### src/nsss_pkg.sv
package nsss_pkg;

    localparam int SIZE_WIDTH = 24;
    localparam int OUT_W      = SIZE_WIDTH + 2;
    // search values stay below five times the target, target < 2^(SIZE_WIDTH+1)
    localparam int VAL_W      = SIZE_WIDTH + 4;
    localparam int RES_W      = VAL_W + 1;
    localparam int IDX_W      = $clog2(VAL_W);

    typedef enum logic [1:0] {
        MODE_ANY    = 2'd0,
        MODE_EVEN   = 2'd1,
        MODE_ODD_DN = 2'd2,
        MODE_ODD_UP = 2'd3
    } mode_t;

    typedef enum logic [1:0] {
        ST_IDLE,
        ST_SHIFT,
        ST_TEST,
        ST_DONE
    } state_t;

    typedef struct packed {
        logic load;
        logic shift;
        logic test;
        logic step3;
        logic step5;
        logic out_load;
    } dp_cmd_t;

    typedef struct packed {
        logic special;
        logic p3_ge_t;
        logic p5_ge_t;
    } dp_stat_t;

    // index of the highest set bit, zero for zero
    function automatic logic [IDX_W-1:0] msb_idx(input logic [VAL_W-1:0] v);
        logic [IDX_W-1:0] idx;
        idx = '0;
        for (int i = 0; i < VAL_W; i++) begin
            if (v[i]) begin
                idx = IDX_W'(i);
            end
        end
        return idx;
    endfunction

endpackage

### src/nsss_ctrl.sv
module nsss_ctrl (
    input  logic               aclk,
    input  logic               aresetn,
    input  logic               s_valid,
    output logic               s_ready,
    output logic               m_valid,
    input  logic               m_ready,
    input  nsss_pkg::dp_stat_t stat,
    output nsss_pkg::dp_cmd_t  cmd
);
    import nsss_pkg::*;

    state_t state_reg, state_next;
    logic   m_valid_reg, m_valid_next;

    always_ff @(posedge aclk) begin
        if (!aresetn) begin
            state_reg   <= ST_IDLE;
            m_valid_reg <= 1'b0;
        end else begin
            state_reg   <= state_next;
            m_valid_reg <= m_valid_next;
        end
    end

    always_comb begin
        state_next = state_reg;
        cmd        = '0;
        s_ready    = 1'b0;
        unique case (state_reg)
            ST_IDLE: begin
                s_ready = 1'b1;
                if (s_valid) begin
                    cmd.load   = 1'b1;
                    state_next = stat.special ? ST_DONE : ST_SHIFT;
                end
            end
            ST_SHIFT: begin
                cmd.shift  = 1'b1;
                state_next = ST_TEST;
            end
            ST_TEST: begin
                cmd.test = 1'b1;
                priority if (!stat.p3_ge_t) begin
                    cmd.step3  = 1'b1;
                    state_next = ST_SHIFT;
                end else if (!stat.p5_ge_t) begin
                    cmd.step5  = 1'b1;
                    state_next = ST_SHIFT;
                end else begin
                    state_next = ST_DONE;
                end
            end
            ST_DONE: begin
                if (!m_valid_reg || m_ready) begin
                    cmd.out_load = 1'b1;
                    state_next   = ST_IDLE;
                end
            end
            default: begin
                state_next = ST_IDLE;
            end
        endcase

        if (cmd.out_load) begin
            m_valid_next = 1'b1;
        end else if (m_ready) begin
            m_valid_next = 1'b0;
        end else begin
            m_valid_next = m_valid_reg;
        end
    end

    assign m_valid = m_valid_reg;

endmodule

### src/nsss_dp.sv
module nsss_dp (
    input  logic                            aclk,
    input  logic [nsss_pkg::SIZE_WIDTH-1:0] size_in,
    input  nsss_pkg::mode_t                 func,
    input  nsss_pkg::dp_cmd_t               cmd,
    output nsss_pkg::dp_stat_t              stat,
    output logic [nsss_pkg::OUT_W-1:0]      size_out,
    output logic                            overflow
);
    import nsss_pkg::*;

    logic [VAL_W-1:0] t_reg, p5_reg, p3_reg, best_reg;
    logic [IDX_W-1:0] shamt_reg;
    mode_t            mode_reg;
    logic             two_reg;
    logic [OUT_W-1:0] size_out_reg;
    logic             overflow_reg;

    logic [VAL_W-1:0] n_ext, t_load, v_al, v_cand, p5_x5;
    logic             special;
    logic [IDX_W-1:0] shamt_next;
    logic [RES_W-1:0] res;
    logic             res_ovf;

    // request setup
    always_comb begin
        n_ext   = VAL_W'(size_in);
        special = (size_in == '0) ||
                  ((func == MODE_EVEN) && (size_in <= SIZE_WIDTH'(2)));
        unique case (func)
            MODE_ANY:    t_load = n_ext;
            MODE_EVEN:   t_load = (n_ext + VAL_W'(size_in[0])) >> 1;
            MODE_ODD_DN: t_load = (n_ext << 1) - VAL_W'(1);
            MODE_ODD_UP: t_load = (n_ext << 1) + VAL_W'(1);
            default:     t_load = n_ext;
        endcase
    end

    // align msb of candidate to msb of target (doubling search)
    assign shamt_next = (two_reg && (p3_reg < t_reg)) ?
                        (msb_idx(t_reg) - msb_idx(p3_reg)) : '0;

    always_comb begin
        v_al   = p3_reg << shamt_reg;
        v_cand = (two_reg && (v_al < t_reg)) ? (v_al << 1) : v_al;
        p5_x5  = (p5_reg << 2) + p5_reg;
    end

    always_ff @(posedge aclk) begin
        if (cmd.load) begin
            t_reg    <= t_load;
            p5_reg   <= VAL_W'(1);
            p3_reg   <= VAL_W'(1);
            two_reg  <= (func == MODE_ANY) || (func == MODE_EVEN);
            mode_reg <= special ? MODE_ANY : func;
            best_reg <= special ? ((func == MODE_EVEN) ? VAL_W'(2) : VAL_W'(1)) : '1;
        end
        if (cmd.shift) begin
            shamt_reg <= shamt_next;
        end
        if (cmd.test && (v_cand >= t_reg) && (v_cand < best_reg)) begin
            best_reg <= v_cand;
        end
        if (cmd.step3) begin
            p3_reg <= (p3_reg << 1) + p3_reg;
        end
        if (cmd.step5) begin
            p5_reg <= p5_x5;
            p3_reg <= p5_x5;
        end
        if (cmd.out_load) begin
            size_out_reg <= res_ovf ? '1 : res[OUT_W-1:0];
            overflow_reg <= res_ovf;
        end
    end

    // final mapping back to the requested size
    always_comb begin
        unique case (mode_reg)
            MODE_ANY:    res = RES_W'(best_reg);
            MODE_EVEN:   res = {best_reg, 1'b0};
            MODE_ODD_DN: res = (RES_W'(best_reg) + RES_W'(1)) >> 1;
            MODE_ODD_UP: res = (RES_W'(best_reg) - RES_W'(1)) >> 1;
            default:     res = RES_W'(best_reg);
        endcase
        res_ovf = |res[RES_W-1:OUT_W];
    end

    assign stat.special = special;
    assign stat.p3_ge_t = (p3_reg >= t_reg);
    assign stat.p5_ge_t = (p5_reg >= t_reg);
    assign size_out     = size_out_reg;
    assign overflow     = overflow_reg;

endmodule

### src/next_smooth_size_search_top.sv
// Next 5-smooth size search.
// Input channel (s_valid/s_ready): one word carries a requested size s_size_in and a
// mode s_func (0 any, 1 even, 2 odd via 2n-1, 3 odd via 2n+1).
// Result channel (m_valid/m_ready): one word per request, m_size_out is the smallest
// qualifying size, m_overflow flags a saturated answer.
// One request is in flight at a time; s_ready is high only while the engine is idle.
// Each of the K 3^b*5^c candidates walked costs one shift-align step and one
// compare step. K grows with log3/log5 of the target, about 110 at the top of
// the 24-bit range. Zero size, and small sizes in even mode, skip the walk.
// The result sits in an output register: while the receiver stalls, the word holds
// steady and the block can still take the next request and search; it waits
// in its done state only if the previous result is still untaken.
// Reset (aresetn low, synchronous) returns the controller to idle and drops m_valid.
module next_smooth_size_search_top (
    input  logic                            aclk,
    input  logic                            aresetn,
    input  logic                            s_valid,
    output logic                            s_ready,
    input  logic [nsss_pkg::SIZE_WIDTH-1:0] s_size_in,
    input  logic [1:0]                      s_func,
    output logic                            m_valid,
    input  logic                            m_ready,
    output logic [nsss_pkg::OUT_W-1:0]      m_size_out,
    output logic                            m_overflow
);
    import nsss_pkg::*;

    dp_cmd_t  cmd;
    dp_stat_t stat;
    mode_t    func_mode;

    assign func_mode = mode_t'(s_func);

    // sequencer: walks the candidate grid and owns both handshakes
    nsss_ctrl u_ctrl (
        .aclk    (aclk),
        .aresetn (aresetn),
        .s_valid (s_valid),
        .s_ready (s_ready),
        .m_valid (m_valid),
        .m_ready (m_ready),
        .stat    (stat),
        .cmd     (cmd)
    );

    // datapath: target, power registers, best so far, output word
    nsss_dp u_dp (
        .aclk     (aclk),
        .size_in  (s_size_in),
        .func     (func_mode),
        .cmd      (cmd),
        .stat     (stat),
        .size_out (m_size_out),
        .overflow (m_overflow)
    );

endmodule

### config.mk
export PLATFORM = sky130hd
export DESIGN_NAME = next_smooth_size_search_top
export DESIGN_NICKNAME = d
export VERILOG_FILES = /design/src/nsss_pkg.sv /design/src/nsss_ctrl.sv /design/src/nsss_dp.sv /design/src/next_smooth_size_search_top.sv
export SDC_FILE = /design/constraint.sdc
export NUM_CORES = 1
export LEC_CHECK = 0
export BUFFER_PORTS_ARGS = -buffer_cell sky130_fd_sc_hd__buf_2
export CORE_AREA = 2 2 186 188
export CTS_CLUSTER_DIAMETER = 50
export CTS_CLUSTER_SIZE = 25
export DETAILED_ROUTE_END_ITERATION = 7
export DIE_AREA = 0 0 188 190
export PLACE_DENSITY = 0.7
export SLEW_MARGIN = 20
export SYNTH_ARGS = -nofsm -noshare
export SYNTH_HDL_FRONTEND = slang
export SYNTH_HIERARCHICAL = 1
export SYNTH_SLANG_ARGS = --single-unit
### constraint.sdc
create_clock -name aclk -period 7.6 [get_ports aclk]
set_input_delay 1.52 -clock aclk [delete_from_list [all_inputs] [get_ports aclk]]
set_output_delay 1.52 -clock aclk [all_outputs]
set_load 0.005 [all_outputs]
==> results of run 1 <==
==> worst paths after layout <==
| path | start | to | slack, ns | depth (start not counted) |
|---|---|---|---|---|
| worst max-delay path | u_dp/shamt_reg[0] | u_dp/best_reg[25] | 0.53 | 22 |
| worst min-delay path | u_ctrl/m_valid | u_ctrl/m_valid | 0.51 | 2 |
| worst max register to register | u_dp/shamt_reg[0] | u_dp/best_reg[25] | 0.53 | 22 |
| worst min register to register | u_ctrl/m_valid | u_ctrl/m_valid | 0.51 | 2 |
==> logic make-up (layout without fill, tap and decap cells) <==
kind of cell | count (synthesis) | in the layout | share of synthesized area [%]
simple gates | 525 | 525 | 15.7
xor+xnor | 79 | 79 | 4.15
buf+inv | 210 | 238 | 5.01
fa+ha+maj | 227 | 227 | 17.2
flops | 145 | 145 | 26.0
compound gates | 577 | 577 | 23.0
mux | 132 | 132 | 9.00
==> final cells by class <==
cell class              instances  area share (%)
repair buffers                 78            2.46
clock inverters                15            1.01
multi-input cells            1540            64.2
flip-flops and latches        145            24.1
inverters                     128            2.68
clock buffers                  17            2.37
well taps                     455            3.17
==> synth_stat cells (5+ instances only) <==
cell type and count:
sky130_fd_sc_hd__ha_1 224, sky130_fd_sc_hd__a21oi_1 149, sky130_fd_sc_hd__edfxtp_1 142, sky130_fd_sc_hd__nand2_1 131, sky130_fd_sc_hd__inv_1 126, sky130_fd_sc_hd__nor2_1 126, sky130_fd_sc_hd__mux2i_1 107, sky130_fd_sc_hd__o21ai_0 103
sky130_fd_sc_hd__a21o_1 78, sky130_fd_sc_hd__clkbuf_1 66, sky130_fd_sc_hd__xnor2_1 48, sky130_fd_sc_hd__nand3_1 42, sky130_fd_sc_hd__nand4_1 37, sky130_fd_sc_hd__nor3_1 37, sky130_fd_sc_hd__a211oi_1 36, sky130_fd_sc_hd__o211ai_1 36
sky130_fd_sc_hd__xor2_1 31, sky130_fd_sc_hd__nor2b_1 28, sky130_fd_sc_hd__and2_1 23, sky130_fd_sc_hd__nand2b_1 20, sky130_fd_sc_hd__a31oi_1 17, sky130_fd_sc_hd__nor4_1 17, sky130_fd_sc_hd__o21a_1 17, sky130_fd_sc_hd__o31ai_1 17
sky130_fd_sc_hd__o22ai_1 15, sky130_fd_sc_hd__and3_1 13, sky130_fd_sc_hd__mux4_2 13, sky130_fd_sc_hd__or3_1 13, sky130_fd_sc_hd__mux2_2 12, sky130_fd_sc_hd__a211o_1 10, sky130_fd_sc_hd__a21boi_0 9, sky130_fd_sc_hd__a311oi_1 9
sky130_fd_sc_hd__o21bai_1 9, sky130_fd_sc_hd__or4_1 7, sky130_fd_sc_hd__a2111oi_0 6, sky130_fd_sc_hd__buf_4 5, sky130_fd_sc_hd__nor3b_1 5, sky130_fd_sc_hd__o2111ai_1 5, sky130_fd_sc_hd__or2_2 5
==> critical path: cells and delay by family, from the launching register on <==
| kind | cells | cell delay [ns] |
|---|---|---|
| adder cells (fa/ha/maj) | 2 | 0.65 |
| flip-flops | 1 | 0.81 |
| multiplexers | 4 | 1.01 |
| buffers and inverters | 4 | 1.16 |
| AO/OA/AOI/OAI | 4 | 1.67 |
| AND/OR/NAND/NOR | 8 | 1.47 |
==> cells in the final DEF (no fill, tap or decap), types with 48 or more instances in the layout <==
cell type / count
sky130_fd_sc_hd__a21oi_1: 149
sky130_fd_sc_hd__o21ai_0: 103
sky130_fd_sc_hd__ha_1: 224
sky130_fd_sc_hd__nand2_1: 131
sky130_fd_sc_hd__mux2i_1: 107
sky130_fd_sc_hd__xnor2_1: 48
sky130_fd_sc_hd__edfxtp_1: 142
sky130_fd_sc_hd__inv_1: 126
sky130_fd_sc_hd__a21o_1: 78
sky130_fd_sc_hd__nor2_1: 126
sky130_fd_sc_hd__buf_2: 58
==> per-stage QoR <==
step	utilization, %	power, uW	hold slack (ns)
after floorplan	-	2790	0.496
after global placement	51.1	3260	0.516
after detailed placement	51.1	3330	0.516
after CTS	52.8	4230	0.526
after global routing	52.8	4550	0.553
final	52.8	4250	0.513
==> power groups by stage <==
stage,logic (uW),registers (uW),clock network (uW)
6_report,2200,1160,888
5_1_grt,2440,1180,936
4_1_cts,2170,1160,902
3_5_place_dp,2150,1170,0
3_3_place_gp,2090,1170,0
2_1_floorplan,1690,1100,0
==> metal layers <==
metal  up-vias  GRT usage, %  routed length [um]
met2       426          44.0               21500
met1      7023          31.5               19500
met3        88          2.90                2160
li1       7233             -                   -
met4         0          10.2                1630
met5         -             0                   0
==> out/metrics.json, run 1 <==
{
  "status": "completed",
  "cts_tree": "done",
  "die_area_um2": 35700,
  "worst-endpoint-required_ns": 7.77,
  "first_global_vias": 14234,
  "detailedRoute.firstPassIterationCount": 5,
  "grtUsageTotal_pct": 25.1,
  "die_y_um": 190,
  "postCtsSetupBuffers": 0,
  "finalHoldViolCount": 0,
  "globalplace.congestion": 0.921,
  "power_switching_uw": 1810,
  "timing.final.max_slew_violations": 0,
  "number_of_antenna_violations_at_the_first_check_in_global_routing": 0,
  "multi_input_comb_area_um2": 11500,
  "clkSinkCount": 145,
  "synth.lib_cells_used.distinct": 87,
  "dpl_cell_area_um2": 17300,
  "final_nets": 2167,
  "final-seq-area_um2": 4320,
  "cts_inserted_buffers": 17,
  "syn-num-nets": 2152,
  "hold_path_class": "flop to flop",
  "flip_flop_count_of_the_largest_register_after_layout": 28,
  "power.leakage_uw": 0.00816,
  "netlist.top_cell.by_area": "sky130_fd_sc_hd__edfxtp_1",
  "root_buffer": "sky130_fd_sc_hd__clkbuf_16",
  "synth_edf_count": 142,
  "tightest_slew_ns": 1.09,
  "postLayoutCellArea_um2": 17900,
  "placed_cells_incl_taps": 2346,
  "syn_inst": 1895,
  "drive_gt1_share_pct": 8.11,
  "postSynthRegisterBits": 145,
  "drc": 0,
  "insertion_delay_ns": 0.44,
  "ir_worst_vdd_v": 0.000174,
  "achievable-frequency_mhz": 141,
  "synth_top_area_share_pct": 25.6,
  "num_rows": 68,
  "power.clock.fraction_pct": 20.9,
  "synth.yosys.warnings": 6,
  "die_width_um": 188,
  "maximum_number_of_pins_on_one_net_before_global_route_repair": 52,
  "routed_wirelength_mm": 44.8,
  "timing.clock.skew_ns": 0.0120,
  "final.fill_count": 3092,
  "timing.final.ws_setup_ns": 0.526,
  "fraction_of_the_yosys_area_taken_by_sequential_cells_pct": 26.0,
  "ios": 59,
  "synth.cell_area_um2": 16700,
  "critical-path-top-cell-by-count": "sky130_fd_sc_hd__mux2i_1",
  "clk_pin_slew_ns": 0.07,
  "io_buffer_count": 58,
  "flow.area_growth_from_synthesis_pct": 7.70,
  "number_of_antenna_violating_nets_in_the_routed_design": 0,
  "cells_resized_by_post_cts_repair": 0,
  "power.sequential.fraction_pct": 27.4,
  "n_antenna_cell": 0,
  "timing_worst_setup_path_type": "flop to flop",
  "timing.critical_path.to_type": "flop",
  "worstSetupStartpointType": "flop",
  "timing.critical_path.cells": "buf_4 -> mux2i_1 -> mux2i_1 -> mux2i_1 -> nand2_1 -> nand2_1 -> o22ai_1 -> ha_1 -> nand4_1 -> o41a_1 -> a221oi_4 -> buf_4 -> mux2i_1 -> inv_1 -> ha_1 -> nand4_1 -> nor2_1 -> nand3_1 -> or4_1 -> o211ai_4 -> nand2b_1 -> buf_4",
  "drt_first_iter_violations": 1113,
  "globalRoute.totalOverflow": 0,
  "combPwrFrac_pct": 51.7,
  "ratio_of_final_minimum_period_to_clock_period_pct": 93.1,
  "post-route-min-period_ns": 7.07,
  "critical_path.max_fanout": 24,
  "design.core.area_um2": 33900,
  "worstPathArrival_ns": 7.24,
  "setup_total_negative_slack_ns": 0,
  "post_cts_hold_buffer_count": 0,
  "slew_headroom_pct": 27.3,
  "average_via_count_per_standard_cell": 6.21,
  "synth.area.top_cells": "sky130_fd_sc_hd__edfxtp_1, sky130_fd_sc_hd__ha_1, sky130_fd_sc_hd__mux2i_1",
  "max_cap_violations": 0,
  "postSynth.topFlopCell": "sky130_fd_sc_hd__edfxtp_1",
  "power.switching_fraction_pct": 42.6,
  "rsz0062_at_grt": "no",
  "finalSetupViolations": 0,
  "dp_worst_setup_slack_ns": 0.586,
  "ctsHtreeMaxLevel": 4,
  "max-clock-path-buffers": 2,
  "vias": 14770,
  "post-dp-hpwl_mm": 34.5,
  "internal_dissipation_uw": 2440,
  "final-instance-count-excl-fill": 2378,
  "average_wire_length_per_cell_after_detail_routing_um": 18.8,
  "critPathMaxStageDelay_ns": 0.81,
  "grt_first_pass_wirelength_mm": 72.9,
  "postSynth.asyncResetShare_pct": 0,
  "initial_core_util_pct": 49.1,
  "pwr_density_cell_nw_per_um2": 237,
  "cp_slowest_cell": "sky130_fd_sc_hd__edfxtp_1",
  "post_synth.cell_area_avg_um2": 8.79
}
Note: power is estimated with default switching activity, not from simulation.
==> run 2: changes to the inputs <==
CORE_AREA = 2 2 196 198   (was 2 2 186 188)
CTS_BUF_LIST = sky130_fd_sc_hd__clkbuf_4 sky130_fd_sc_hd__clkbuf_8 sky130_fd_sc_hd__clkbuf_16   (was unset)
DIE_AREA = 0 0 198 200   (was 0 0 188 190)
PLACE_DENSITY = 0.71   (was 0.7)
==> out/metrics.json, run 2 (synthesis results as in run 1) <==
{
  "timing_worst_setup_path_type": "flop to flop",
  "pwr_density_cell": {"value": 234, "unit": "nW/um2", "change": "-1.2%"},
  "power.leakage": {"value": 0.00816, "unit": "uW", "change": "about the same"},
  "final.fill_count": {"value": 3527, "change": "+14%"},
  "root_buffer": "sky130_fd_sc_hd__clkbuf_16",
  "number_of_antenna_violations_at_the_first_check_in_global_routing": {"value": 0, "change": "unchanged"},
  "ratio_of_final_minimum_period_to_clock_period": {"value": 92.8, "unit": "%", "change": "-0.24 points"},
  "number_of_antenna_violating_nets_in_the_routed_design": {"value": 0, "change": "unchanged"},
  "globalplace.congestion": {"value": 0.960, "change": "+4.2%"},
  "timing.final.max_slew_violations": {"value": 0, "change": "unchanged"},
  "detailedRoute.firstPassIterationCount": {"value": 6, "change": "+1"},
  "grtUsageTotal": {"value": 22.9, "unit": "%", "change": "-2.2 points"},
  "insertion_delay": {"value": 0.44, "unit": "ns", "change": "about the same"},
  "routed_wirelength": {"value": 44.9, "unit": "mm", "change": "+0.29%"},
  "regToRegSetupSlack": {"value": 0.54, "unit": "ns", "change": "+0.02 ns"},
  "hold-path-endpoint": "u_ctrl/m_valid",
  "cts_tree": "done",
  "die_area": {"value": 39600, "unit": "um2", "change": "+11%"},
  "finalSetupViolations": {"value": 0, "change": "unchanged"},
  "drive_gt1_share": {"value": 8.20, "unit": "%", "change": "+0.091 points"},
  "hold_path_class": "flop to flop",
  "grt_first_pass_wirelength": {"value": 73.0, "unit": "mm", "change": "+0.10%"},
  "ir_worst_vdd": {"value": 0.000143, "unit": "V", "change": "-18%"},
  "io_buffer_count": {"value": 58, "change": "unchanged"},
  "average_via_count_per_standard_cell": {"value": 6.08, "change": "-2.1%"},
  "clk_pin_slew": {"value": 0.06, "unit": "ns", "change": "about the same"},
  "finalHoldViolCount": {"value": 0, "change": "unchanged"},
  "post-dp-hpwl": {"value": 34.8, "unit": "mm", "change": "+0.70%"},
  "achievable-frequency": {"value": 142, "unit": "MHz", "change": "+0.26%"},
  "drt_first_iter_violations": {"value": 1235, "change": "+11%"},
  "design.core.area": {"value": 37400, "unit": "um2", "change": "+10%"},
  "setup_total_negative_slack": {"value": 0, "unit": "ns", "change": "unchanged"},
  "flip_flop_count_of_the_largest_register_after_layout": {"value": 28, "change": "unchanged"},
  "hold_path_cells": {"value": 2, "change": "unchanged"},
  "ctsHtreeMaxLevel": {"value": 4, "change": "unchanged"},
  "p_total": {"value": 4210, "unit": "uW", "change": "-0.77%"},
  "die_width": {"value": 198, "unit": "um", "change": "+5.3%"},
  "timing.critical_path.to_type": "flop",
  "worstReg2RegStart": "u_dp/shamt_reg[1]",
  "globalRoute.totalOverflow": {"value": 0, "change": "unchanged"},
  "maximum_number_of_pins_on_one_net_before_global_route_repair": {"value": 52, "change": "unchanged"},
  "max-clock-path-buffers": {"value": 2, "change": "unchanged"},
  "critical_path.max_fanout": {"value": 24, "change": "unchanged"},
  "slew_headroom": {"value": 46.5, "unit": "%", "change": "+19 points"},
  "worstPathArrival": {"value": 7.16, "unit": "ns", "change": "-0.08 ns"},
  "post-route-min-period": {"value": 7.06, "unit": "ns", "change": "-0.0181 ns"},
  "status": "completed",
  "rsz0062_at_grt": "no",
  "num_rows": {"value": 71, "change": "+4.4%"},
  "n_antenna_cell": {"value": 0, "change": "unchanged"},
  "tightest_slew": {"value": 0.802, "unit": "ns", "change": "-0.288 ns"},
  "commonest_cells_after_routing_fill_and_taps_aside": "sky130_fd_sc_hd__ha_1, sky130_fd_sc_hd__a21oi_1, sky130_fd_sc_hd__edfxtp_1",
  "worstSetupStartpointType": "flop",
  "fin_util": {"value": 48.2, "unit": "%", "change": "-4.7 points"},
  "clkSinkCount": {"value": 145, "change": "unchanged"},
  "final-seq-area": {"value": 4320, "unit": "um2", "change": "unchanged"},
  "final_nets": {"value": 2170, "change": "+0.14%"},
  "average_wire_length_per_cell_after_detail_routing": {"value": 18.4, "unit": "um", "change": "-2.1%"},
  "multi_input_comb_area": {"value": 11500, "unit": "um2", "change": "about the same"},
  "postLayoutCellArea": {"value": 18000, "unit": "um2", "change": "+0.45%"},
  "reg2regPathDepth": {"value": 22, "change": "unchanged"},
  "dpl_cell_area": {"value": 17400, "unit": "um2", "change": "+0.36%"},
  "post_cts_hold_buffer_count": {"value": 0, "change": "unchanged"},
  "vias": {"value": 14819, "change": "+0.33%"},
  "initial_core_util": {"value": 44.5, "unit": "%", "change": "-4.5 points"},
  "flow.area_growth_from_synthesis_pct": 8.18,
  "max_cap_violations": {"value": 0, "change": "unchanged"},
  "die_y": {"value": 200, "unit": "um", "change": "+5.3%"},
  "drc": {"value": 0, "change": "unchanged"},
  "hp-start": "u_ctrl/m_valid",
  "first_global_vias": {"value": 14324, "change": "+0.63%"},
  "ios": {"value": 59, "change": "unchanged"},
  "cts_inserted_buffers": {"value": 17, "change": "unchanged"},
  "mostFrequentLayoutCell": "sky130_fd_sc_hd__ha_1",
  "worst-endpoint-required": {"value": 7.71, "unit": "ns", "change": "-0.06 ns"},
  "timing.clock.skew": {"value": 0.00971, "unit": "ns", "change": "-0.00228 ns"},
  "crit-reg2reg-capture": "u_dp/best_reg[19]"
}
## run 2: cell count changes in the layout (fill, tap and decap cells not counted), sizes merged
cell | previous run | this run
inv | 131 | 127
buf | 78 | 81
clkinv | 6 | 9
clkinvlp | 3 | 4
## run 2: how the worst max path moves through the flow
stage,start,to,cells past startpoint
after global routing,u_dp/shamt_reg[1],u_dp/best_reg[14],22
after floorplan,u_dp/shamt_reg[0],u_dp/best_reg[0],27
after CTS,u_dp/shamt_reg[0],u_dp/best_reg[19],23
after detailed placement,u_dp/shamt_reg[0],u_dp/best_reg[22],23
final,u_dp/shamt_reg[1],u_dp/best_reg[19],22
after global placement,u_dp/shamt_reg[0],u_dp/best_reg[23],23
## run 2: layout make-up
type / count / area share, %
multi-input combinational: 1540 / 63.9
sequential: 145 / 24.0
tap: 511 / 3.55
inverter: 128 / 2.67
timing repair buffer: 81 / 2.57
clock buffer: 17 / 2.36
clock inverter: 15 / 0.931
## run 2: layer usage
layer  vias up  wire [um]  global-route usage (%)
met2       441      21200                    39.5
met5         -          0                       0
met1      7064      20200                    29.7
li1       7231          -                       -
met4         0       1420                    8.91
met3        83       2120                    2.49
## run 2: timing repair
| action | in CTS | in global routing |
|---|---|---|
| gates resized for setup | 0 | 0 |
| setup buffers | 0 | 4 |
| setup endpoints to repair | 0 | 8 |
## run 2: through the flow
stage               std cells  setup slack, ns  hold slack (ns)
detailed placement       2401            0.508            0.525
finish                   2437            0.545            0.517
global placement         2401            0.744            0.521
floorplan                1895             1.28            0.496
CTS                      2433            0.502            0.534
global route             2437            0.142            0.550
## run 2: power by group
part           internal, uW  total [uW]  switching [uW]
sequential             1010        1160             156
clock                   512         858             345
combinational           914        2200            1280
total                  2430        4210            1780
## run 2: worst max-delay path: stages, from the launching register on
cell                       delay (ns)
sky130_fd_sc_hd__edfxtp_1        0.82
sky130_fd_sc_hd__buf_4           0.37
sky130_fd_sc_hd__mux2i_1         0.31
sky130_fd_sc_hd__mux2_2          0.22
sky130_fd_sc_hd__nor2_1          0.04
sky130_fd_sc_hd__o32ai_1         0.55
sky130_fd_sc_hd__ha_1            0.24
sky130_fd_sc_hd__nand4_1         0.12
sky130_fd_sc_hd__o41a_1          0.47
sky130_fd_sc_hd__a221oi_4        0.65
sky130_fd_sc_hd__buf_4           0.42
sky130_fd_sc_hd__mux2i_1         0.30
sky130_fd_sc_hd__inv_1           0.10
sky130_fd_sc_hd__ha_1            0.31
sky130_fd_sc_hd__a21o_1          0.19
sky130_fd_sc_hd__a211oi_1        0.23
sky130_fd_sc_hd__o21bai_1        0.11
sky130_fd_sc_hd__a21o_1          0.18
sky130_fd_sc_hd__a21oi_1         0.15
sky130_fd_sc_hd__o2111a_1        0.26
sky130_fd_sc_hd__o211ai_4        0.12
sky130_fd_sc_hd__nand2b_1        0.21
sky130_fd_sc_hd__buf_4           0.34
